<file path="src/fds_pkg.sv">
// Shared types, constants and codes for the frame duration sequencer.
package fds_pkg;

	// Sizing of the frame table and the time accumulator.
	localparam int MAX_FRAMES = 16;
	localparam int ACC_WIDTH  = 32;
	localparam int DUR_W      = 16;
	localparam int ELAP_W     = 16;
	localparam int POS_W      = (MAX_FRAMES > 1) ? $clog2(MAX_FRAMES) : 1;
	localparam int CNT_W      = $clog2(MAX_FRAMES + 1);
	localparam int CFG_CNT_W  = 5;
	localparam int CMP_W      = (CNT_W > CFG_CNT_W) ? CNT_W : CFG_CNT_W;

	// Configuration port.
	localparam int CFG_IDX_W  = 1;
	localparam int CFG_DATA_W = 5;
	localparam logic [CFG_IDX_W-1:0] REG_FRAME_COUNT = 1'd0;
	localparam logic [CFG_IDX_W-1:0] REG_LOOP_ENABLE = 1'd1;

	// Operation codes of an input word.
	typedef enum logic [1:0] {
		OP_TICK   = 2'd0,
		OP_WRITE  = 2'd1,
		OP_START  = 2'd2,
		OP_REWIND = 2'd3
	} fds_op_t;

	// Input word.
	typedef struct packed {
		fds_op_t           operation;
		logic [ELAP_W-1:0] elapsed_time;
		logic [3:0]        entry_index;
		logic [DUR_W-1:0]  entry_duration;
	} fds_in_t;

	// Result word.
	typedef struct packed {
		logic [3:0] shown_frame;
		logic       is_running;
		logic       frame_changed;
	} fds_out_t;

	// Commands from the controller to the datapath.
	typedef struct packed {
		logic accept;
		logic step;
		logic finish;
	} fds_cmd_t;

	// Status from the datapath to the controller.
	typedef struct packed {
		logic tick_go;
		logic fits;
		logic at_end;
		logic lap_done;
		logic loop_en;
	} fds_stat_t;

	// Controller states.
	typedef enum logic [3:0] {
		ST_IDLE   = 4'b0001,
		ST_READ   = 4'b0010,
		ST_STEP   = 4'b0100,
		ST_FINISH = 4'b1000
	} fds_state_t;

endpackage

</file>
<file path="src/fds_ram.sv">
// Generic single-port-write, single-port-read RAM with registered read data.
module fds_ram #(
	parameter int WIDTH  = 16,
	parameter int DEPTH  = 16,
	parameter int ADDR_W = (DEPTH > 1) ? $clog2(DEPTH) : 1
) (
	input  logic              clk,
	input  logic              wr_en,
	input  logic [ADDR_W-1:0] wr_addr,
	input  logic [WIDTH-1:0]  wr_data,
	input  logic [ADDR_W-1:0] rd_addr,
	output logic [WIDTH-1:0]  rd_data
);

	logic [WIDTH-1:0] mem_q [DEPTH];
	logic [WIDTH-1:0] rd_data_q;

	// Write port and registered read port.
	always_ff @(posedge clk) begin
		if (wr_en) begin
			mem_q[wr_addr] <= wr_data;
		end
		rd_data_q <= mem_q[rd_addr];
	end

	assign rd_data = rd_data_q;

endmodule

</file>
<file path="src/fds_datapath.sv">
// Datapath: configuration, frame position, accumulator, frame table and result register.
module fds_datapath (
	input  logic                             clk,
	input  logic                             arst_n,
	input  fds_pkg::fds_in_t                 in_data,
	input  fds_pkg::fds_cmd_t                cmd,
	output fds_pkg::fds_stat_t               stat,
	output fds_pkg::fds_out_t                out_data,
	input  logic                             cfg_we,
	input  logic [fds_pkg::CFG_IDX_W-1:0]    cfg_index,
	input  logic [fds_pkg::CFG_DATA_W-1:0]   cfg_data
);
	import fds_pkg::*;

	logic [CFG_CNT_W-1:0] frame_count_q;
	logic                 loop_q;
	logic [POS_W-1:0]     pos_q;
	logic [POS_W-1:0]     before_q;
	logic [ACC_WIDTH-1:0] acc_q;
	logic                 running_q;
	logic [CNT_W-1:0]     steps_q;
	fds_out_t             out_q;

	logic [CNT_W-1:0]     count_eff;
	logic [CMP_W-1:0]     pos_ext;
	logic [CMP_W-1:0]     cnt_ext;
	logic [POS_W-1:0]     clamp_pos;
	logic [POS_W-1:0]     pos_inc;
	logic [ACC_WIDTH:0]   sum;
	logic [ACC_WIDTH-1:0] acc_sat;
	logic [ACC_WIDTH-1:0] dur_ext;
	logic [DUR_W-1:0]     rd_data;
	logic [POS_W-1:0]     rd_addr;
	logic                 wr_en;
	logic                 at_end;

	// Configuration registers.
	always_ff @(posedge clk or negedge arst_n) begin
		if (!arst_n) begin
			frame_count_q <= '0;
			loop_q        <= 1'b0;
		end else if (cfg_we) begin
			if (cfg_index == REG_FRAME_COUNT) begin
				frame_count_q <= cfg_data[CFG_CNT_W-1:0];
			end
			if (cfg_index == REG_LOOP_ENABLE) begin
				loop_q <= cfg_data[0];
			end
		end
	end

	// Effective frame count saturates at the table depth.
	always_comb begin
		if (CMP_W'(frame_count_q) > CMP_W'(MAX_FRAMES)) begin
			count_eff = CNT_W'(MAX_FRAMES);
		end else begin
			count_eff = CNT_W'(frame_count_q);
		end
	end

	assign pos_ext = CMP_W'(pos_q);
	assign cnt_ext = CMP_W'(count_eff);

	// A tick first pulls a stale position back onto the last frame in use.
	assign clamp_pos = (pos_ext >= cnt_ext) ? POS_W'(count_eff - CNT_W'(1)) : pos_q;

	// Saturating add of the elapsed time.
	assign sum     = {1'b0, acc_q} + (ACC_WIDTH + 1)'(in_data.elapsed_time);
	assign acc_sat = sum[ACC_WIDTH] ? {ACC_WIDTH{1'b1}} : sum[ACC_WIDTH-1:0];

	// Step decisions for the current frame.
	assign dur_ext = ACC_WIDTH'(rd_data);
	assign at_end  = (pos_ext + CMP_W'(1)) >= cnt_ext;
	assign pos_inc = at_end ? '0 : pos_q + POS_W'(1);

	assign stat.tick_go  = running_q && (count_eff != '0);
	assign stat.fits     = dur_ext <= acc_q;
	assign stat.at_end   = at_end;
	assign stat.lap_done = (steps_q + CNT_W'(1)) == count_eff;
	assign stat.loop_en  = loop_q;

	// While stepping, the table is read one frame ahead.
	assign rd_addr = cmd.step ? pos_inc : pos_q;
	assign wr_en   = cmd.accept && (in_data.operation == OP_WRITE) &&
		(32'(in_data.entry_index) < 32'(MAX_FRAMES));

	fds_ram #(
		.WIDTH(DUR_W),
		.DEPTH(MAX_FRAMES)
	) u_table (
		.clk    (clk),
		.wr_en  (wr_en),
		.wr_addr(POS_W'(in_data.entry_index)),
		.wr_data(in_data.entry_duration),
		.rd_addr(rd_addr),
		.rd_data(rd_data)
	);

	// Sequence state: operations on accept, one frame advance or a stop per step.
	always_ff @(posedge clk or negedge arst_n) begin
		if (!arst_n) begin
			pos_q     <= '0;
			acc_q     <= '0;
			running_q <= 1'b0;
		end else if (cmd.accept) begin
			unique case (in_data.operation)
				OP_TICK: begin
					if (stat.tick_go) begin
						pos_q <= clamp_pos;
						acc_q <= acc_sat;
					end
				end
				OP_WRITE: begin
				end
				OP_START: begin
					pos_q     <= '0;
					acc_q     <= '0;
					running_q <= 1'b1;
				end
				OP_REWIND: begin
					pos_q <= '0;
					acc_q <= '0;
				end
				default: begin
				end
			endcase
		end else if (cmd.step) begin
			acc_q <= acc_q - dur_ext;
			if (at_end && !loop_q) begin
				running_q <= 1'b0;
			end else begin
				pos_q <= pos_inc;
			end
		end
	end

	// Step counter and the position before the word, for the change flag.
	always_ff @(posedge clk) begin
		if (cmd.accept) begin
			before_q <= pos_q;
			steps_q  <= '0;
		end else if (cmd.step) begin
			steps_q <= steps_q + CNT_W'(1);
		end
	end

	// Result register.
	always_ff @(posedge clk) begin
		if (cmd.finish) begin
			out_q.shown_frame   <= 4'(pos_q);
			out_q.is_running    <= running_q;
			out_q.frame_changed <= pos_q != before_q;
		end
	end

	assign out_data = out_q;

endmodule

</file>
<file path="src/fds_ctrl.sv">
// Controller: sequences accept, table walk and result delivery.
module fds_ctrl (
	input  logic                clk,
	input  logic                arst_n,
	input  logic                in_valid,
	output logic                in_ready,
	input  fds_pkg::fds_op_t    op,
	input  fds_pkg::fds_stat_t  stat,
	output fds_pkg::fds_cmd_t   cmd,
	output logic                out_valid,
	input  logic                out_ready
);
	import fds_pkg::*;

	fds_state_t state_q;
	fds_state_t state_d;
	logic       out_valid_q;
	logic       out_free;

	assign out_free = !out_valid_q || out_ready;
	assign in_ready = state_q == ST_IDLE;

	// Next state and commands.
	always_comb begin
		state_d    = state_q;
		cmd.accept = 1'b0;
		cmd.step   = 1'b0;
		cmd.finish = 1'b0;
		unique case (state_q)
			ST_IDLE: begin
				if (in_valid) begin
					cmd.accept = 1'b1;
					if (op == OP_TICK && stat.tick_go) begin
						state_d = ST_READ;
					end else begin
						state_d = ST_FINISH;
					end
				end
			end
			ST_READ: begin
				state_d = ST_STEP;
			end
			ST_STEP: begin
				if (!stat.fits) begin
					state_d = ST_FINISH;
				end else begin
					cmd.step = 1'b1;
					if ((stat.at_end && !stat.loop_en) || stat.lap_done) begin
						state_d = ST_FINISH;
					end
				end
			end
			ST_FINISH: begin
				if (out_free) begin
					cmd.finish = 1'b1;
					state_d    = ST_IDLE;
				end
			end
			default: begin
				state_d = ST_IDLE;
			end
		endcase
	end

	// State register and result valid flag.
	always_ff @(posedge clk or negedge arst_n) begin
		if (!arst_n) begin
			state_q     <= ST_IDLE;
			out_valid_q <= 1'b0;
		end else begin
			state_q <= state_d;
			if (cmd.finish) begin
				out_valid_q <= 1'b1;
			end else if (out_ready) begin
				out_valid_q <= 1'b0;
			end
		end
	end

	assign out_valid = out_valid_q;

endmodule

</file>
<file path="src/frame_duration_sequencer_unit.sv">
// Top level of the frame duration sequencer.
// The block takes one input word at a time and returns exactly one result word for
// each. A duration write, a start, a rewind, or a tick while the sequence is stopped
// or the frame count is zero, goes from acceptance straight to the finish state. A
// running tick passes through the read state and then the step state, advancing one
// frame per step, at most the frame count, until it completes a full lap, reaches the
// last frame without looping, or stops at a frame whose duration does not yet fit.
// The longest ticks are a full lap of 16 frames, or 15 advances followed by a frame
// that does not fit. The finish state loads the result register once the output is
// free. The frame table is read once per cycle with one frame of lookahead. A new
// word is accepted while an earlier result still waits in the output register. Its
// own result is then held back until the earlier one is taken. Configuration writes
// are always accepted and must be issued only while the block is idle. The frame
// table is not cleared at reset.
module frame_duration_sequencer_unit (
	input  logic                           clk,
	input  logic                           arst_n,
	input  logic                           in_valid,
	output logic                           in_ready,
	input  fds_pkg::fds_in_t               in_data,
	output logic                           out_valid,
	input  logic                           out_ready,
	output fds_pkg::fds_out_t              out_data,
	input  logic                           cfg_valid,
	output logic                           cfg_ready,
	input  logic [fds_pkg::CFG_IDX_W-1:0]  cfg_index,
	input  logic [fds_pkg::CFG_DATA_W-1:0] cfg_data
);
	import fds_pkg::*;

	fds_cmd_t  cmd;
	fds_stat_t stat;

	assign cfg_ready = 1'b1;

	// Controller.
	fds_ctrl u_ctrl (
		.clk      (clk),
		.arst_n   (arst_n),
		.in_valid (in_valid),
		.in_ready (in_ready),
		.op       (in_data.operation),
		.stat     (stat),
		.cmd      (cmd),
		.out_valid(out_valid),
		.out_ready(out_ready)
	);

	// Datapath.
	fds_datapath u_dp (
		.clk      (clk),
		.arst_n   (arst_n),
		.in_data  (in_data),
		.cmd      (cmd),
		.stat     (stat),
		.out_data (out_data),
		.cfg_we   (cfg_valid && cfg_ready),
		.cfg_index(cfg_index),
		.cfg_data (cfg_data)
	);

endmodule

</file>
<file path="config.mk">
export PLATFORM = sky130hd
export DESIGN_NAME = frame_duration_sequencer_unit
export DESIGN_NICKNAME = d
export VERILOG_FILES = /design/src/fds_pkg.sv /design/src/fds_ram.sv /design/src/fds_datapath.sv /design/src/fds_ctrl.sv /design/src/frame_duration_sequencer_unit.sv
export SDC_FILE = /design/constraint.sdc
export NUM_CORES = 1
export LEC_CHECK = 0
export BUFFER_PORTS_ARGS = -buffer_cell sky130_fd_sc_hd__buf_2
export CORE_ASPECT_RATIO = 1.4
export CORE_MARGIN = 10
export CORE_UTILIZATION = 29
export CTS_BUF_LIST = sky130_fd_sc_hd__clkbuf_2 sky130_fd_sc_hd__clkbuf_4 sky130_fd_sc_hd__clkbuf_8
export CTS_CLUSTER_SIZE = 14
export DETAILED_ROUTE_END_ITERATION = 10
export GPL_ROUTABILITY_DRIVEN = 0
export PLACE_DENSITY_LB_ADDON = 0.1
export SKIP_CTS_REPAIR_TIMING = 1
export SLEW_MARGIN = 20
export SYNTH_ARGS = -nofsm -noshare
export SYNTH_HDL_FRONTEND = slang
export SYNTH_HIERARCHICAL = 1
export SYNTH_SLANG_ARGS = --single-unit
export TNS_END_PERCENT = 30
</file>
<file path="constraint.sdc">
create_clock -name clk -period 7.9 [get_ports clk]
set_input_delay 0.395 -clock clk [delete_from_list [all_inputs] [get_ports clk]]
set_output_delay 0.395 -clock clk [all_outputs]
set_load 0.02 [all_outputs]
</file>
==> qor.yml <==
setup_slack_ps: 2040
p_leak_uw: 0.00649
io_buffers: 56
internal_power_uw: 3970
arrival_ps: 6360
p_clk_share_pct: 25.3
mostFrequentLayoutCells: "edfxtp_1 (266), nand2_1 (77), clkbuf_8 (64)"
synth_ff_type: "edfxtp_1"
initial_utilization_pct: 29.3
rows: 101
die-area_sq_um: 64600
switching_share_pct: 36.9
setup_violations: 0
die_w_um: 218
cts_sinks: 335
dp_hpwl_mm: 29.5
tritoncts: "done"
synth_edf_count: 266
cts_made_buffers: 56
syn-num-nets: 1246
dr.pass1.iters: 5
endpoint_kind: "register"
dieHeight_um: 297
design.core.area_sq_um: 54200
viasPerCell: 5.07
grt_pass1_vias: 10827
power.switching_uw: 2320
clockBufferDepth: 3
nets: 1341
fillers: 5309
io_pins: 58
drc: 0
ys_warn_count: 6
syn_avg_cell_area_sq_um: 13.8
grt_first_pass_wirelength_mm: 68.8
min_path_type: "input port to register"
pwr-share-comb_pct: 38.8
wirelength_mm: 45.2
finalHoldViolations: 0
ys_ff_latch: 335
clk_latency_ps: 660
seqCellArea_sq_um: 9610
worstMarginPinSlew_ps: 1050
seq_power_share_pct: 36.0
num_vias: 10212
slew_headroom_pct: 29.4
synthArstFlopShare_pct: 14.3
cap_violations: 0
grt_overflow: 0
worst_clock_skew_ps: 56.2
hold-worst-slack_ps: 87.7
multi_input_area_sq_um: 5960
min_period_over_period_pct: 74.2
grt_max_degree: 49
synthToLayoutAreaGrowth_pct: 15.5
place_ws_ps: 1970
cts.reportedPaths.clkPinSlew_ps: 60
peakVddDrop_mv: 0.169
synth_cell_types: 79
synth_cells: 1150
drv_slew: 0
cp_max_fo: 19
antenna_found_initial: 5
synth_area_sq_um: 15900
initialDrtViolationCount: 546
ys_seq_area_share_pct: 60.5
p_per_area_nw_per_um2: 343
fmax_mhz: 171
startpoint_type: "register"
wl_per_cell_um: 22.4
htree_levels: 2
clock-root-buffer: "clkbuf_8"
setup_tns_ps: 0
drive_gt1_share_pct: 21.5
rsz0062_at_grt: "no"
ant_nets: 0
critPathKind: "register to register"
fin_crit_ps: 5860
outcome: "finished clean"
track_usage_pct: 13.9
crit_required_ps: 8390
final_common_cell: "edfxtp_1"
worst max-delay path: stages, from the launching register on:
cell	delay (ps)
dfrtp_1	340
inv_1	60
ha_1	220
fa_1	380
nand2b_1	190
a21oi_1	330
o31ai_1	220
a21oi_1	540
nor2_1	140
nand2_1	120
or4_1	160
nand4bb_1	170
nor2_1	560
buf_4	310
nand2_1	110
o22ai_4	600
buf_4	440
mux4_2	350
a22oi_1	220
nand2_1	190
registers in the layout, indices dropped and copies added (netlist names):
signal and count:
u_ctrl/state_q 4, u_dp/pos_q 4, u_dp/before_q 4, u_dp/u_table/rd_data 16, u_dp/running_q 1, u_dp/frame_count_q 5
u_ctrl/out_valid 1, u_dp/u_table/mem_q 256, u_dp/loop_q 1, u_dp/acc_q 32, u_dp/steps_q 5, u_dp/out_data 6
synthesized netlist by cell type, types with 8 or more instances:
master / count / area [sq um]
edfxtp_1: 266 / 7990
nand2_1: 77 / 289
nor2_1: 70 / 263
mux4_2: 54 / 1220
a21oi_1: 53 / 265
o21ai_0: 48 / 240
dfrtp_1: 47 / 1180
ha_1: 45 / 563
inv_1: 38 / 143
clkbuf_1: 36 / 135
a22oi_1: 35 / 263
nor3_1: 26 / 130
xnor2_1: 24 / 210
dfxtp_1: 21 / 420
nand3_1: 21 / 105
nor2b_1: 21 / 131
a21o_1: 17 / 128
a31oi_1: 15 / 93.8
mux2i_1: 15 / 150
nand4_1: 14 / 87.6
o211ai_1: 14 / 105
xor2_1: 13 / 114
nand2b_1: 12 / 75.1
and3_1: 10 / 62.6
mux4_1: 10 / 263
mux2_2: 8 / 90.1
power groups by stage:
stage / clock, uW / sequential [uW] / combinational [uW]
5_1_grt: 1720 / 2280 / 2740
4_1_cts: 1650 / 2260 / 2470
6_report: 1590 / 2260 / 2440
3_5_place_dp: 0 / 2300 / 2450
3_3_place_gp: 0 / 2300 / 2470
2_1_floorplan: 0 / 2190 / 1880
worst paths after layout:
kind / start / endpoint / slack, ps / cells after the start
worst min register to register: u_dp/steps_q[4]$_SDFFE_PP0P_ / u_dp/steps_q[4]$_SDFFE_PP0P_ / 550 / 2
worst max-delay path: u_dp/acc_q[0]$_DFFE_PN0P_ / u_dp/u_table/rd_data[3]$_DFF_P_ / 2040 / 19
min in group asynchronous: arst_n / u_dp/frame_count_q[1]$_DFFE_PN0P_ / 410 / 3
worst min-delay path: out_ready / u_ctrl/out_valid$_DFFE_PN0P_ / 90 / 3
worst max register to register: u_dp/acc_q[0]$_DFFE_PN0P_ / u_dp/u_table/rd_data[3]$_DFF_P_ / 2040 / 19
max in group asynchronous: arst_n / u_dp/acc_q[9]$_DFFE_PN0P_ / 6980 / 3
cells by family (layout without fill, tap and decap cells):
| logic type | count (synthesis) | after routing | share of synthesized area [%] |
|---|---|---|---|
| AOI/OAI and AO/OA | 252 | 252 | 10.6 |
| xor gates and xnor gates | 37 | 37 | 2.04 |
| adders and majority gates | 47 | 47 | 3.80 |
| buffers and inverters | 93 | 234 | 2.55 |
| DFF | 335 | 335 | 60.5 |
| muxes | 87 | 87 | 10.8 |
| other | 1 | 2 | 0.0236 |
| and+or+nand+nor | 298 | 298 | 9.65 |
final cells by class:
cell class                 count  area share, %
sequential                   335           52.4
clock inverter                17          0.559
tap                          721           4.92
antenna                        1         0.0136
multi-input combinational    722           32.5
clock buffer                  87           5.75
timing repair buffer          92           3.10
inverter                      38          0.778
metal layers:
| metal | global-route usage (%) | vias up | routed length [um] |
|---|---|---|---|
| li1 | - | 4734 | - |
| met1 | 17.3 | 5187 | 19400 |
| met2 | 24.0 | 213 | 23000 |
| met3 | 2.40 | 74 | 1770 |
| met4 | 4.33 | 4 | 989 |
| met5 | 0 | - | 27 |
stage by stage:
step	instances	total power [uW]	area, sq um	util, %
6_report	2013	6290	18300	33.8
4_1_cts	2005	6380	18300	33.7
5_1_grt	2013	6740	18300	33.8
3_3_place_gp	1901	4770	17100	31.6
3_5_place_dp	1901	4750	17100	31.6
2_1_floorplan	1150	4070	15900	-
Power figures use the tool's default switching activity.
